**src/sv/gmsp_pkg.sv**
```systemverilog
package gmsp_pkg;

  localparam int SIDE    = 9;
  localparam int CELLS   = SIDE * SIDE;
  localparam int IDX_W   = $clog2(SIDE);
  localparam int DEPTH_W = $clog2(CELLS + 1);
  localparam int ADDR_W  = $clog2(CELLS);
  localparam int SUM_W   = DEPTH_W + 1;
  localparam int LEN_W   = 7;

  typedef logic [SIDE-1:0]    row_t;
  typedef logic [IDX_W-1:0]   idx_t;
  typedef logic [DEPTH_W-1:0] depth_t;
  typedef logic [1:0]         move_t;
  typedef logic [LEN_W-1:0]   len_t;

  localparam move_t MOVE_UP    = 2'd0;
  localparam move_t MOVE_DOWN  = 2'd1;
  localparam move_t MOVE_RIGHT = 2'd2;
  localparam move_t MOVE_DONE  = 2'd3;

  typedef struct packed {
    idx_t  row;
    idx_t  col;
    move_t move;
  } frame_t;

  localparam int FRAME_W = $bits(frame_t);

  typedef struct packed {
    logic load;
    logic init;
    logic step;
    logic pop_load;
    logic emit_adv;
  } cmd_t;

  typedef struct packed {
    logic   last_row;
    logic   start_open;
    logic   top_pop;
    logic   depth_one;
    logic   emit_last;
    depth_t depth;
  } stat_t;

endpackage

```
**src/sv/gmsp_ram.sv**
```systemverilog
module gmsp_ram #(
  parameter int WIDTH = 8,
  parameter int DEPTH = 16
) (
  input  logic                     clk,
  input  logic                     we,
  input  logic [$clog2(DEPTH)-1:0] waddr,
  input  logic [WIDTH-1:0]         wdata,
  input  logic [$clog2(DEPTH)-1:0] raddr,
  output logic [WIDTH-1:0]         rdata
);

  logic [WIDTH-1:0] mem [DEPTH];

  always_ff @(posedge clk) begin
    if (we) begin
      mem[waddr] <= wdata;
    end
    rdata <= mem[raddr];
  end

endmodule

```
**src/sv/gmsp_ctrl.sv**
```systemverilog
module gmsp_ctrl (
  input  logic           clk,
  input  logic           rst,
  input  logic           in_valid,
  input  logic           out_ready,
  input  gmsp_pkg::stat_t st,
  output logic           in_ready,
  output logic           out_valid,
  output gmsp_pkg::cmd_t  cmd
);
  import gmsp_pkg::*;

  localparam logic [2:0] S_LOAD = 3'd0;
  localparam logic [2:0] S_INIT = 3'd1;
  localparam logic [2:0] S_STEP = 3'd2;
  localparam logic [2:0] S_WAIT = 3'd3;
  localparam logic [2:0] S_EMIT = 3'd4;

  logic [2:0] state;
  logic [2:0] state_next;

  assign in_ready     = (state == S_LOAD) || ((state == S_EMIT) && !st.last_row);
  assign out_valid    = (state == S_EMIT);
  assign cmd.load     = in_valid && in_ready;
  assign cmd.init     = (state == S_INIT);
  assign cmd.step     = (state == S_STEP);
  assign cmd.pop_load = (state == S_WAIT);
  assign cmd.emit_adv = out_valid && out_ready;

  always_comb begin
    state_next = state;
    unique case (state)
      S_LOAD: begin
        if (cmd.load && st.last_row) begin
          state_next = S_INIT;
        end
      end
      S_INIT: begin
        state_next = st.start_open ? S_STEP : S_EMIT;
      end
      S_STEP: begin
        if (st.top_pop) begin
          state_next = st.depth_one ? S_EMIT : S_WAIT;
        end
      end
      S_WAIT: begin
        state_next = S_STEP;
      end
      S_EMIT: begin
        if (cmd.emit_adv && st.emit_last) begin
          state_next = S_LOAD;
        end
      end
      default: begin
        state_next = S_LOAD;
      end
    endcase
  end

  always_ff @(posedge clk) begin
    if (rst) begin
      state <= S_LOAD;
    end else begin
      state <= state_next;
    end
  end

endmodule

```
**src/sv/gmsp_dp.sv**
```systemverilog
module gmsp_dp (
  input  logic            clk,
  input  logic            rst,
  input  gmsp_pkg::cmd_t  cmd,
  input  gmsp_pkg::row_t  open_cells,
  output gmsp_pkg::stat_t st,
  output gmsp_pkg::row_t  path_row,
  output gmsp_pkg::len_t  path_length,
  output logic            found,
  output logic            row_last
);
  import gmsp_pkg::*;

  row_t   maze    [SIDE];
  row_t   visited [SIDE];
  row_t   best    [SIDE];
  idx_t   rows_loaded;
  idx_t   emit_idx;
  depth_t depth;
  depth_t best_len;
  logic   seen;
  frame_t top;

  logic               ram_we;
  logic [ADDR_W-1:0]  ram_waddr;
  logic [ADDR_W-1:0]  ram_raddr;
  frame_t             ram_wdata;
  logic [FRAME_W-1:0] ram_rdata;

  logic             step_ok;
  idx_t             nr;
  idx_t             nc;
  logic             cand;
  logic [SUM_W-1:0] len;
  logic [SUM_W-1:0] bound;
  logic             prune;
  logic             hit;
  logic             take;
  logic             push;
  logic             pop;

  assign st.last_row   = (rows_loaded == idx_t'(SIDE - 1));
  assign st.start_open = maze[0][0];
  assign st.top_pop    = (top.move == MOVE_DONE);
  assign st.depth_one  = (depth == depth_t'(1));
  assign st.emit_last  = (emit_idx == idx_t'(SIDE - 1));
  assign st.depth      = depth;

  // neighbour for the current move
  always_comb begin
    step_ok = 1'b0;
    nr      = top.row;
    nc      = top.col;
    unique case (top.move)
      MOVE_UP: begin
        step_ok = (top.row != '0);
        nr      = top.row - idx_t'(1);
      end
      MOVE_DOWN: begin
        step_ok = (top.row != idx_t'(SIDE - 1));
        nr      = top.row + idx_t'(1);
      end
      MOVE_RIGHT: begin
        step_ok = (top.col != idx_t'(SIDE - 1));
        nc      = top.col + idx_t'(1);
      end
      MOVE_DONE: begin
        step_ok = 1'b0;
      end
      default: begin
        step_ok = 1'b0;
      end
    endcase
  end

  assign cand  = step_ok && maze[nr][nc] && !visited[nr][nc];
  assign len   = SUM_W'(depth) + SUM_W'(1);
  assign bound = len + SUM_W'(2 * (SIDE - 1)) - SUM_W'(nr) - SUM_W'(nc);
  assign prune = seen && (bound >= SUM_W'(best_len));
  assign hit   = (nr == idx_t'(SIDE - 1)) && (nc == idx_t'(SIDE - 1));
  assign take  = cmd.step && !st.top_pop && cand && !prune;
  assign push  = take && !hit && (depth < depth_t'(CELLS));
  assign pop   = cmd.step && st.top_pop;

  assign ram_we         = push;
  assign ram_waddr      = ADDR_W'(depth - depth_t'(1));
  assign ram_wdata.row  = top.row;
  assign ram_wdata.col  = top.col;
  assign ram_wdata.move = top.move + move_t'(1);
  assign ram_raddr      = ADDR_W'(depth - depth_t'(2));

  gmsp_ram #(
    .WIDTH(FRAME_W),
    .DEPTH(CELLS)
  ) u_stack (
    .clk  (clk),
    .we   (ram_we),
    .waddr(ram_waddr),
    .wdata(ram_wdata),
    .raddr(ram_raddr),
    .rdata(ram_rdata)
  );

  always_ff @(posedge clk) begin
    if (cmd.load) begin
      maze[rows_loaded] <= open_cells;
    end
  end

  always_ff @(posedge clk) begin
    if (cmd.init) begin
      visited[0] <= {{(SIDE-1){1'b0}}, maze[0][0]};
      for (int i = 1; i < SIDE; i++) begin
        visited[i] <= '0;
      end
    end else if (push) begin
      visited[nr][nc] <= 1'b1;
    end else if (pop) begin
      visited[top.row][top.col] <= 1'b0;
    end
  end

  always_ff @(posedge clk) begin
    if (cmd.init) begin
      top <= '0;
    end else if (push) begin
      top.row  <= nr;
      top.col  <= nc;
      top.move <= MOVE_UP;
    end else if (cmd.step && !st.top_pop) begin
      top.move <= top.move + move_t'(1);
    end else if (cmd.pop_load) begin
      top <= frame_t'(ram_rdata);
    end
  end

  always_ff @(posedge clk) begin
    if (rst) begin
      rows_loaded <= '0;
      emit_idx    <= '0;
      depth       <= '0;
      best_len    <= '0;
      seen        <= 1'b0;
      for (int i = 0; i < SIDE; i++) begin
        best[i] <= '0;
      end
    end else begin
      if (cmd.load) begin
        rows_loaded <= st.last_row ? '0 : rows_loaded + idx_t'(1);
      end
      if (cmd.emit_adv) begin
        emit_idx <= st.emit_last ? '0 : emit_idx + idx_t'(1);
      end
      if (cmd.init) begin
        depth    <= maze[0][0] ? depth_t'(1) : '0;
        best_len <= '0;
        seen     <= 1'b0;
        for (int i = 0; i < SIDE; i++) begin
          best[i] <= '0;
        end
      end else begin
        if (push) begin
          depth <= depth + depth_t'(1);
        end else if (pop) begin
          depth <= depth - depth_t'(1);
        end
        if (take && hit) begin
          for (int i = 0; i < SIDE - 1; i++) begin
            best[i] <= visited[i];
          end
          best[SIDE-1] <= visited[SIDE-1] | {1'b1, {(SIDE-1){1'b0}}};
          best_len     <= depth_t'(len);
          seen         <= 1'b1;
        end
      end
    end
  end

  assign path_row    = best[emit_idx];
  assign path_length = LEN_W'(best_len);
  assign found       = seen;
  assign row_last    = st.emit_last;

endmodule

```
**src/sv/grid_maze_shortest_path_search.sv**
```systemverilog
// Grid maze shortest path search.
// Input channel (in_valid/in_ready/open_cells): one maze row per request,
// row 0 first, bit j set when column j is open. A row is accepted in any
// cycle in which in_valid and in_ready are both high.
// The request carrying the last row starts a depth-first backtracking
// search from the top-left to the bottom-right cell. The search has a
// setup state, then tries one move per step state; each backtrack but the
// final one passes through a wait state that reloads the top frame (the
// stack below the top frame lives in a RAM with a registered read port),
// so its length depends on the maze: shortest for a closed start, longest
// for a large open region with no route to the target.
// Output channel (out_valid/out_ready): SIDE results, one per path row,
// each carrying path_row, path_length, found and row_last (set on the
// final row); one per cycle while out_ready is high. A stalled receiver
// simply holds the block in the output phase; rows of the next maze other
// than its last one are still accepted during that phase.
// Reset (rst, synchronous) empties the row count and the search state and
// returns the block to waiting for row 0.
module grid_maze_shortest_path_search (
  input  logic                  clk,
  input  logic                  rst,
  input  logic                  in_valid,
  output logic                  in_ready,
  input  gmsp_pkg::row_t        open_cells,
  output logic                  out_valid,
  input  logic                  out_ready,
  output gmsp_pkg::row_t        path_row,
  output gmsp_pkg::len_t        path_length,
  output logic                  found,
  output logic                  row_last
);
  import gmsp_pkg::*;

  cmd_t  cmd;
  stat_t st;

  gmsp_ctrl u_ctrl (
    .clk      (clk),
    .rst      (rst),
    .in_valid (in_valid),
    .out_ready(out_ready),
    .st       (st),
    .in_ready (in_ready),
    .out_valid(out_valid),
    .cmd      (cmd)
  );

  gmsp_dp u_dp (
    .clk        (clk),
    .rst        (rst),
    .cmd        (cmd),
    .open_cells (open_cells),
    .st         (st),
    .path_row   (path_row),
    .path_length(path_length),
    .found      (found),
    .row_last   (row_last)
  );

  a_depth_bound: assert property (@(posedge clk) disable iff (rst)
    st.depth <= depth_t'(CELLS))
    else $error("search stack depth beyond grid size");

  a_end_of_results: assert property (@(posedge clk) disable iff (rst)
    (out_valid && out_ready && row_last) |=> !out_valid)
    else $error("results continue after final row");

  a_no_path_empty: assert property (@(posedge clk) disable iff (rst)
    (out_valid && !found) |-> (path_length == '0 && path_row == '0))
    else $error("path data present without a path");

  a_no_last_row_in_emit: assert property (@(posedge clk) disable iff (rst)
    out_valid |-> !(in_ready && st.last_row))
    else $error("last maze row accepted while results pending");

endmodule

```
**config.mk**
```make
export PLATFORM = sky130hd
export DESIGN_NAME = grid_maze_shortest_path_search
export DESIGN_NICKNAME = d
export VERILOG_FILES = /design/src/sv/gmsp_pkg.sv /design/src/sv/gmsp_ram.sv /design/src/sv/gmsp_ctrl.sv /design/src/sv/gmsp_dp.sv /design/src/sv/grid_maze_shortest_path_search.sv
export SDC_FILE = /design/constraint.sdc
export NUM_CORES = 1
export LEC_CHECK = 0
export BUFFER_PORTS_ARGS = -buffer_cell sky130_fd_sc_hd__buf_2
export CORE_AREA = 2 2 215 429
export CTS_BUF_LIST = sky130_fd_sc_hd__clkbuf_16
export CTS_CLUSTER_DIAMETER = 120
export DETAILED_ROUTE_END_ITERATION = 8
export DIE_AREA = 0 0 217 431
export PLACE_DENSITY = 0.8
export SYNTH_ARGS = -nofsm -noshare
export SYNTH_HDL_FRONTEND = slang
export SYNTH_SLANG_ARGS = --single-unit
export TNS_END_PERCENT = 100
```
**constraint.sdc**
```tcl
create_clock -name clk -period 30.7 [get_ports clk]
set_clock_uncertainty 0.2 [all_clocks]
set_input_delay 3.07 -clock clk [delete_from_list [all_inputs] [get_ports clk]]
set_output_delay 3.07 -clock clk [all_outputs]
set_load 0.05 [all_outputs]
```
# Yosys cells after proc, flatten, opt, wreduce, memory -nomap -nowiden
# Memory sizes are Yosys's and may differ from the RTL's. A register that Yosys moved wholly into a read port is not among the register bits.
# Index checks and enable logic that the tools add are counted.
[op_classes]
n_addsub = 13
n_lt_le_gt_ge = 6
eq_ne = 18
mux = 73
bitwise_logic = 18
n_reduce_logical = 36
[op_table]
columns = ["op", "n"]
rows = [
  ["two-way mux 9 bit", 24],
  ["two-way mux 4 bit", 7],
  ["two-way mux 1 bit", 23],
  ["two-way mux 7 bit", 3],
  ["two-way mux 10 bit", 2],
  ["logical AND 1 bit", 18],
  ["bitwise OR 1 bit", 18],
  ["OR reduction 9 bit", 2],
  ["adder 4 x 1 -> 4 bit (second input constant)", 4],
  ["== test 4 bit (second input constant)", 4],
  ["subtractor 8 x 4 -> 8 bit", 2],
  ["two-way mux 3 bit", 5],
  ["case mux 3 bit (5 select lines)", 1],
  ["less-than comparator 4 x 5 -> 1 bit (second input constant)", 2],
  ["adder 7 x 1 -> 8 bit (second input constant)", 1],
  ["adder 8 x 5 -> 8 bit (second input constant)", 1],
  ["binary-select mux 1 bit (select 4 bit)", 2],
  ["demux 1 bit (select 4 bit)", 2],
  ["greater-or-equal comparator 4 x 1 -> 1 bit (second input constant)", 2],
  ["greater-or-equal comparator 8 x 7 -> 1 bit", 1],
  ["two-way mux 8 bit", 1],
  ["!= test 4 bit (second input constant)", 2],
  ["case mux 4 bit (2 select lines)", 1],
  ["adder 7 x 1 -> 7 bit (second input constant)", 1],
  ["25 further kinds", 35],
]
[totals]
reg_bits = 36
mem_bits_rw = 1053
in_bits = 13
wordCells = 177
mem_count = 4
[mem_list]
columns = ["name", "words", "width", "read_ports", "rd_clocked_by_memory_dff", "wr", "line", "text"]
rows = [
  ["u_dp.u_stack.mem", 81, 10, 1, 1, 1, "gmsp_ram.sv:13", "logic [WIDTH-1:0] mem [DEPTH];"],
  ["u_dp.best", 9, 9, 1, 1, 9, "gmsp_dp.sv:16", "row_t best [SIDE];"],
  ["u_dp.maze", 9, 9, 2, 0, 1, "gmsp_dp.sv:14", "row_t maze [SIDE];"],
  ["u_dp.visited", 9, 9, 10, 0, 9, "gmsp_dp.sv:15", "row_t visited [SIDE];"],
]

# Logic depth before layout (Yosys ltp)
# Gate-level depths: netlist of run 1.
# An unclocked memory read counts as a cell.
[depth]
depth_word = 17
depth_mapped = 29
mapped_depth_nobuf = 25

# Modules after synthesis
# From an unflattened synthesis of run 1, not the netlist that was laid out.
[unflattened]
cells_unflattened = 3018
area_unflattened_um2 = 50210.7
[modules_own_cells]
columns = ["mod", "n_inst", "cells_each", "area_per_inst_um2", "seq_area_each_um2"]
rows = [
  ["gmsp_ram", 1, 1417, 31569.0, 24523.5],
  ["gmsp_dp", 1, 1570, 18402.6, 9929.5],
  ["gmsp_ctrl", 1, 31, 239.0, 60.1],
]

# Worst setup path before layout of run 1
# No wires, ideal clock.
[synth_timing]
path_type = "register to register"
start = "register u_dp.top (netlist bit u_dp.ram_wdata[6])"
end = "memory u_dp.best[0][0] (netlist name) (enable)"
setup_time_ns = 0.633
arrival_ns = 11.821
required_time_ns = 29.867
path_slack_ns = 18.046
stages_incl_launch_ff = 22
path_buffers = 2
period_less_slack_ns = 12.654
path_cell_list = "dfxtp_1 -> buf_2 -> inv_1 -> fa_1 -> xnor2_1 -> mux2i_4 -> clkinv_1 -> clkbuf_1 -> fa_1 -> inv_1 -> ha_1 -> ha_1 -> fa_1 -> xor2_1 -> ha_1 -> a21oi_1 -> nor2b_1 -> o31a_1 -> o31a_1 -> nor4_1 -> inv_1 -> o21ai_0"
[synth_rtl]
columns = ["item", "line", "text"]
rows = [
  ["start, declared", "gmsp_dp.sv:22", "frame_t top;"],
  ["start signal, assigned", "gmsp_dp.sv:133", "top <= frame_t'(ram_rdata);"],
  ["end, declared", "gmsp_dp.sv:16", ""],
]

# Final worst setup path of run 1
[layout_timing]
start = "register u_dp.top[1] (netlist name)"
end = "memory u_dp.u_stack.mem[73][7] (netlist name) (enable)"
[layout_via]
elab_chain_cells = 13
[layout_lines]
columns = ["item", "line", "text"]
rows = [
  ["branches (longest 9 deep; another with subtractor 8 x 4 -> 8 bit)", "-", ""],
  ["logical AND 1 bit * (2 in a row)", "gmsp_dp.sv:82", "assign push = take && !hit && (depth < depth_t'(CELLS));"],
  ["two-way mux 1 bit *", "gmsp_ram.sv:16", "if (we) begin"],
  ["two-way mux 1 bit (implied by the code) *", "gmsp_ram.sv:17", "mem[waddr] <= wdata;"],
  ["end, declared", "gmsp_ram.sv:13", ""],
]
# Every way passes the cells marked *. The select of a mux whose other input is x is not followed.

==> results of run 1 <==
==> path summary, 6_finish.rpt <==
kind,from,endpoint,slack (ns)
worst max-delay path,u_dp.top[1]$_SDFFE_PP0P_,u_dp.u_stack.mem[73][7]$_DFFE_PP_,21.43
worst min-delay path,u_dp.u_stack.rdata[6]$_DFF_P_,u_dp.ram_wdata[6]$_SDFFE_PP0P_,0.24
worst max register to register,u_dp.top[1]$_SDFFE_PP0P_,u_dp.u_stack.mem[73][7]$_DFFE_PP_,21.43
worst min register to register,u_dp.u_stack.rdata[6]$_DFF_P_,u_dp.ram_wdata[6]$_SDFFE_PP0P_,0.24
==> per-layer routing <==
metal / wire (um) / share of wire, % / vias up / global-route usage (%)
li1: - / - / 10800 / -
met1: 37200 / 30 / 13300 / 27.1
met2: 66800 / 55 / 1595 / 48.9
met3: 7970 / 6.5 / 485 / 3.73
met4: 10500 / 8.6 / 2 / 19.2
met5: 10 / 0.0082 / - / 0
==> layout by cell type (no fill, tap or decap), drive strengths merged, types with 7 or more instances in the layout <==
| master | n |
|---|---|
| a211oi | 19 |
| a21oi | 24 |
| a31oi | 14 |
| a32oi | 7 |
| and2 | 92 |
| and3 | 22 |
| buf | 89 |
| bufinv | 10 |
| clkbuf | 95 |
| clkinv | 44 |
| conb | 11 |
| dfxtp | 50 |
| edfxtp | 1116 |
| ha | 39 |
| inv | 72 |
| mux2i | 45 |
| mux4 | 309 |
| nand2 | 120 |
| nand2b | 17 |
| nand3 | 48 |
| nand4 | 11 |
| nor2 | 263 |
| nor3 | 22 |
| nor4 | 12 |
| o21ai | 123 |
| o22ai | 7 |
| or3 | 7 |
| xnor2 | 18 |
| xor2 | 13 |
==> per-stage QoR <==
step	setup slack, ns	std cells	power (W)
after floorplan	18.05	2725	0.00264
after CTS	21.50	4008	0.00425
after global placement	21.83	3835	0.00302
after detailed placement	21.56	3835	0.00305
after global routing	21.06	4008	0.00439
final	21.43	4008	0.00426
==> critical path: stages (launching register included) <==
cell and delay (ns):
dfxtp_1 0.37, inv_1 0.21, ha_1 0.38, inv_1 0.11, ha_1 0.34, a21oi_1 0.25
nand4_1 0.13, and3_1 0.24, buf_4 0.22, inv_1 0.48, fa_1 0.52, inv_1 0.07
ha_1 0.24, ha_1 0.30, a21o_1 0.18, a21oi_1 0.19, xnor2_1 0.15, ha_1 0.26
nand3_1 0.11, a21oi_1 0.05, o31a_1 0.28, o31a_1 0.32, nand4b_1 0.37, nor3_4 0.70
nand3_1 1.06, nor2_1 1.13
==> report_power, final <==
part / leakage [nW] / switching [W] / internal, W
Combinational: 4.24 / 0.000805 / 0.000346
Sequential: 10.7 / 0.0000173 / 0.00188
Clock: 1.56 / 0.000568 / 0.000652
Total: 16.5 / 0.00139 / 0.00287
==> area by class of cell <==
type	instances	area, sq um
Clock buffer	95	2380
Fill cell	6352	37200
Clock inverter	78	684
Sequential cell	1166	34500
Tap cell	1185	1480
Timing Repair Buffer	89	588
Multi-Input combinational cell	1342	13100
Inverter	53	199
==> sequential cells by signal (all words and copies together) (netlist names), 2 cells and up, named ones only <==
register            count
u_dp.path_length        7
u_ctrl.state            3
u_dp.u_stack.mem      810
u_dp.depth              7
u_dp.u_stack.rdata     10
u_dp.ram_wdata          8
u_dp.rows_loaded        4
u_dp.best              81
u_dp.maze              81
u_dp.visited          144
u_dp.top                2
u_dp.emit_idx           4
==> cells by family after synthesis <==
family,share of synthesized area (%)
buffers and inverters,1.74
AND/OR/NAND/NOR,6.26
other,0.00776
AO/OA/AOI/OAI,3.39
multiplexers,15.4
adder cells (fa/ha/maj),1.26
flip-flops,71.4
XOR/XNOR,0.562
==> qor.txt, run 1 <==
Vias after detailed routing: 26200
Final worst-path cycle share: 30.2%
Post-DRT Antenna Nets: 0
Final hold vios: 0
WS Path Type: register to register
Post-synth EDFFs: 1116
Distinct cells, synth: 78
Most common cell in the synthesized netlist: edfxtp_1
Clock buffer depth: 3
Main synth FF type: edfxtp_1
Worst hold slack: 0.240 ns
Layout cells sized above 1: 20.0%
Routed len/inst: 30.6 um
Synth top cells by count: edfxtp_1 (1116), mux4_2 (309), nor2_1 (263)
Diode count: 0
Htree depth: 3
TritonCTS Sinks: 1166
CTS root buf: clkbuf_16
Number of slew-limit violations in the final report: 0
CTS tree: built
Final setup viols: 0
Number of antenna violations at the first check in global routing: 2
Worst VDD drop: 0.0740 mV
Die Ht: 431 um
DRT iter0 DRCs: 2865
# hold bufs at CTS: 0
Worst-Margin Slew: 1.29 ns
Setup_tns: 0 ns
Fraction of registers with async set/reset: 0%
Seq cells post-synth: 1166
Number of cells produced by synthesis: 2715
Buffers on Ports: 32
Drt drc: 0
Status: complete, no violations
Floorplan core area: 0.0902 sq mm
Gr usage total: 26.5%
CTS clk-pin slew, worst paths: 0.07 ns
Initial Utilization: 53.6%
Util after Layout: 58.7%
Fin crit period: 9.27 ns
Number of buffers created by CTS: 94
Cell Area, Synth: 0.0483 sq mm
Die Footprint: 0.0935 sq mm
Area Growth Syn to Fin: 9.50%
Nets@finish: 2804
RSZ-0062 raised after global routing: no
Seq/Total Area, Yosys: 71.4%
Total gr overflow: 0
Final instance area: 0.0529 sq mm
Clock Latency Late Sink: 0.71 ns
Worst min-delay path class: register to register
Vias in the first global route: 26700
Warnings, synthesis: 0
Area leader, netlist: edfxtp_1
Largest net degree at the start of global routing: 93
Via density: 6.53
Crit. End Element: register
Crit path required time: 30.83 ns
Final weighted congestion in routability-driven placement: 0.970
Detail Placement HPWL: 79.0 mm
Slew HR: 13.1%
Synth area leaders: edfxtp_1 (69%), mux4_2 (14%), dfxtp_1 (2.1%)
Placed cell area: 0.0499 sq mm
Worst EP arrival: 9.40 ns
Leakage power: 16.5 nW
Post-CTS Setup Repair Bufs: 0
CP Launch Type: register
Syn avg cell area: 17.8 sq um
Routed Wire Length: 123 mm
First-pass GRT wire length: 177 mm
Horiz. Die Dim: 217 um
Row count: 156
Share of the synthesized area in the top cell type: 69.3%
Cell Pwr Density: 80.5 mW/mm^2
Max Cap Viol: 0
Cts repair resizes: 0
Detailed Routing Iterations Pass 1: 7
R2R depth: 25
Hold path cells: 2
Max Freq: 108 MHz
Worst-path fanout max: 22
Total I/O pin count: 33
Note: power is estimated with default switching activity, not from simulation.
==> run 2: changes to the inputs <==
==> constraint.sdc (replaced) <==
create_clock -name clk -period 9.2 [get_ports clk]
set_clock_uncertainty 0.2 [all_clocks]
set_input_delay 0.92 -clock clk [delete_from_list [all_inputs] [get_ports clk]]
set_output_delay 0.92 -clock clk [all_outputs]
set_load 0.05 [all_outputs]
==> run 2 against run 1 <==
Non-clock buffer count shrank 3. Final cell count is essentially flat. Via count shrank 0.76%. Wire length shrank 1.5%. Critical path depth shrank 8. Worst setup slack lost 20 ns. Maximum frequency grew 20%. Clock power grew to 3.3 times the previous value. Core utilization is essentially flat. Sequential share of layout area is essentially flat. Clock-buffer cell count is the same. Largest power group unchanged.
==> qor.txt, run 2 (same netlist as run 1, synthesis figures left out) <==
Number of slew-limit violations in the final report: 0 (unchanged)
Die Ht: 431 um (unchanged)
Final hold vios: 0 (unchanged)
Commonest non-fill, non-tap cell in the layout: edfxtp_1
Worst-path fanout max: 83 (+280%)
DRT iter0 DRCs: 2821 (-1.5%)
CTS clk-pin slew, worst paths: 0.07 ns (about the same)
Dpl ws: 1.72 ns (-19.84 ns)
Buffers on Ports: 32 (unchanged)
Bufs and invs on worst path: 6 (+1)
Internal power: 0.00954 W (+230%)
Worst EP arrival: 7.82 ns (-1.58 ns)
Switching share of power: 33.0% (+0.41 points)
CP delay by family, top: simple AND/OR/NAND/NOR gates
Hold path start: u_dp.u_stack.rdata[6]$_DFF_P_
Worst min-delay path class: register to register
P_sw: 0.00470 W (+240%)
Area Growth Syn to Fin: 9.50% (about the same)
Drt drc: 0 (unchanged)
Worst-Margin Slew: 1.44 ns (+0.154 ns)
Horiz. Die Dim: 217 um (unchanged)
Row count: 156 (unchanged)
Htree depth: 3 (unchanged)
Fin crit period: 7.71 ns (-1.56 ns)
Setup_tns: 0 ns (unchanged)
CP Launch Type: register
Levels on crit path: 17 (-32%)
Status: complete, no violations
Vias after detailed routing: 26000 (-0.76%)
R2R depth: 17 (-32%)
Cell Pwr Density: 269 mW/mm^2 (+230%)
RR Startpoint: u_dp.top[0]$_SDFFE_PP0P_
Most frequent cells in the layout: edfxtp_1 (1116), mux4_2 (309), nor2_1 (262), nand2_1 (119), o21ai_0 (100)
Max Cap Viol: 0 (unchanged)
Clock Latency Late Sink: 0.71 ns (about the same)
Top flop regs: u_dp.u_stack.mem x810, u_dp.visited x144
Final worst-path cycle share: 83.8% (+54 points)
Hold path cells: 2 (unchanged)
Initial Utilization: 53.6% (unchanged)
Number of antenna violations at the first check in global routing: 3 (+1)
Logic pwr share: 27.1% (about the same)
Slew HR: 2.68% (-10 points)
Crit. End Element: register
Number of buffers created by CTS: 94 (unchanged)
R2R Setup Slk: 1.49 ns (-19.94 ns)
WS Path Type: register to register
Setup ws final: 1.49 ns (-19.94 ns)
Nets@finish: 2801 (-0.11%)
Layout filler cell count: 6370 (+0.28%)
Detail Placement HPWL: 77.6 mm (-1.8%)
Via density: 6.48 (-0.71%)
RSZ-0062 raised after global routing: no
Flop pwr share: 44.3% (about the same)
First-pass GRT wire length: 179 mm (+0.64%)
Routed len/inst: 30.1 um (-1.4%)
Final weighted congestion in routability-driven placement: 0.938 (-3.4%)
Largest Register: u_dp.u_stack.mem
Layout cells sized above 1: 20.1% (+0.092 points)
Die Footprint: 0.0935 sq mm (unchanged)
TritonCTS Sinks: 1166 (unchanged)
Clock power frac: 28.6% (about the same)
Post-CTS Setup Repair Bufs: 0 (unchanged)
Hold EP: u_dp.ram_wdata[6]$_SDFFE_PP0P_
Floorplan core area: 0.0902 sq mm (unchanged)
Crit path required time: 9.31 ns (-21.52 ns)
Gr usage total: 26.4% (-0.084 points)
# hold bufs at CTS: 0 (unchanged)
CTS tree: built
Total gr overflow: 0 (unchanged)
Crit-path slowest cell: nor4bb_1
Routed Wire Length: 121 mm (-1.5%)
Cts repair resizes: 0 (unchanged)
Worst VDD drop: 0.333 mV (+350%)
Max reg flops: 810 (unchanged)
Final setup viols: 0 (unchanged)
Leakage power: 16.4 nW (-0.49%)
Largest net degree at the start of global routing: 119 (+28%)
Total I/O pin count: 33 (unchanged)
Critical Path Max Stage Delay: 1.17 ns (+0.04 ns)
Most common cell on crit path: buf_4
Post-DRT Antenna Nets: 0 (unchanged)
Critical R2R Capture: u_dp.u_stack.mem[50][4]$_DFFE_PP_
Detailed Routing Iterations Pass 1: 6 (-1)
Clock buffer depth: 3 (unchanged)
Vias in the first global route: 27000 (+1.1%)
CTS root buf: clkbuf_16
Cell Chain, Critical Path: inv_2, buf_4, ha_2, or3_1, buf_4, nand2_4, inv_2, buf_4, mux4_2, o21a_1, a32o_1, nor4bb_1, a311oi_2, nor3_4, nand3_1, buf_4, nor2_1
Max Freq: 130 MHz (+20%)
[run 2: final cells by class]
class | instances | area, sq um | area share, %
Antenna cell | 1 | 2.50 | 0.00473
Clock buffer | 95 | 2380 | 4.49
Clock inverter | 78 | 681 | 1.29
Inverter | 53 | 199 | 0.376
Multi-Input combinational cell | 1342 | 13100 | 24.7
Sequential cell | 1166 | 34500 | 65.2
Tap cell | 1185 | 1480 | 2.80
Timing Repair Buffer | 86 | 588 | 1.11
[run 2: power by group through the flow]
stage	sequential, W	combinational (W)	clock [W]
2_1_floorplan	0.00653	0.00228	0
3_3_place_gp	0.00643	0.00361	0
3_5_place_dp	0.00643	0.00372	0
4_1_cts	0.00632	0.00374	0.00411
5_1_grt	0.00632	0.00411	0.00427
6_report	0.00632	0.00386	0.00407
[run 2: metrics by stage]
step	instance area (sq um)	hold slack, ns	power (W)	instances	utilization (%)
after floorplan	48400	0.202	0.00881	2725	-
after CTS	52900	0.250	0.0142	4004	58.7
after global placement	49900	0.218	0.0100	3831	55.3
after global routing	52900	0.277	0.0147	4005	58.7
after detailed placement	49900	0.226	0.0101	3831	55.3
final	52900	0.240	0.0142	4006	58.7
[run 2: worst max-delay path by stage]
stage                                              start                           endpoint  slack, ns
after floorplan           u_dp.ram_wdata[6]$_SDFFE_PP0P_      u_dp.best[0][0]$_SDFFCE_PN0P_       0.29
after global placement          u_dp.top[0]$_SDFFE_PP0P_  u_dp.u_stack.mem[13][4]$_DFFE_PP_       2.00
after detailed placement        u_dp.top[0]$_SDFFE_PP0P_  u_dp.u_stack.mem[49][4]$_DFFE_PP_       1.72
after CTS                       u_dp.top[0]$_SDFFE_PP0P_  u_dp.u_stack.mem[39][8]$_DFFE_PP_       1.65
after global routing            u_dp.top[1]$_SDFFE_PP0P_  u_dp.u_stack.mem[50][4]$_DFFE_PP_       1.21
final                           u_dp.top[0]$_SDFFE_PP0P_  u_dp.u_stack.mem[50][4]$_DFFE_PP_       1.49
[run 2: per-layer routing]
metal / track usage [%] / wire length, um
met1: 27.7 / 37900
met2: 47.6 / 65100
met3: 4.34 / 7680
met4: 19.3 / 10000
met5: 0 / 29
[run 2: worst register-to-register path, delay by kind of cell (launching register included)]
kind | cells | cell delay [ns]
simple gates | 6 | 2.98
buf+inv | 6 | 2.10
compound gates | 3 | 0.80
mux | 1 | 0.46
fa+ha+maj | 1 | 0.40
flops | 1 | 0.36
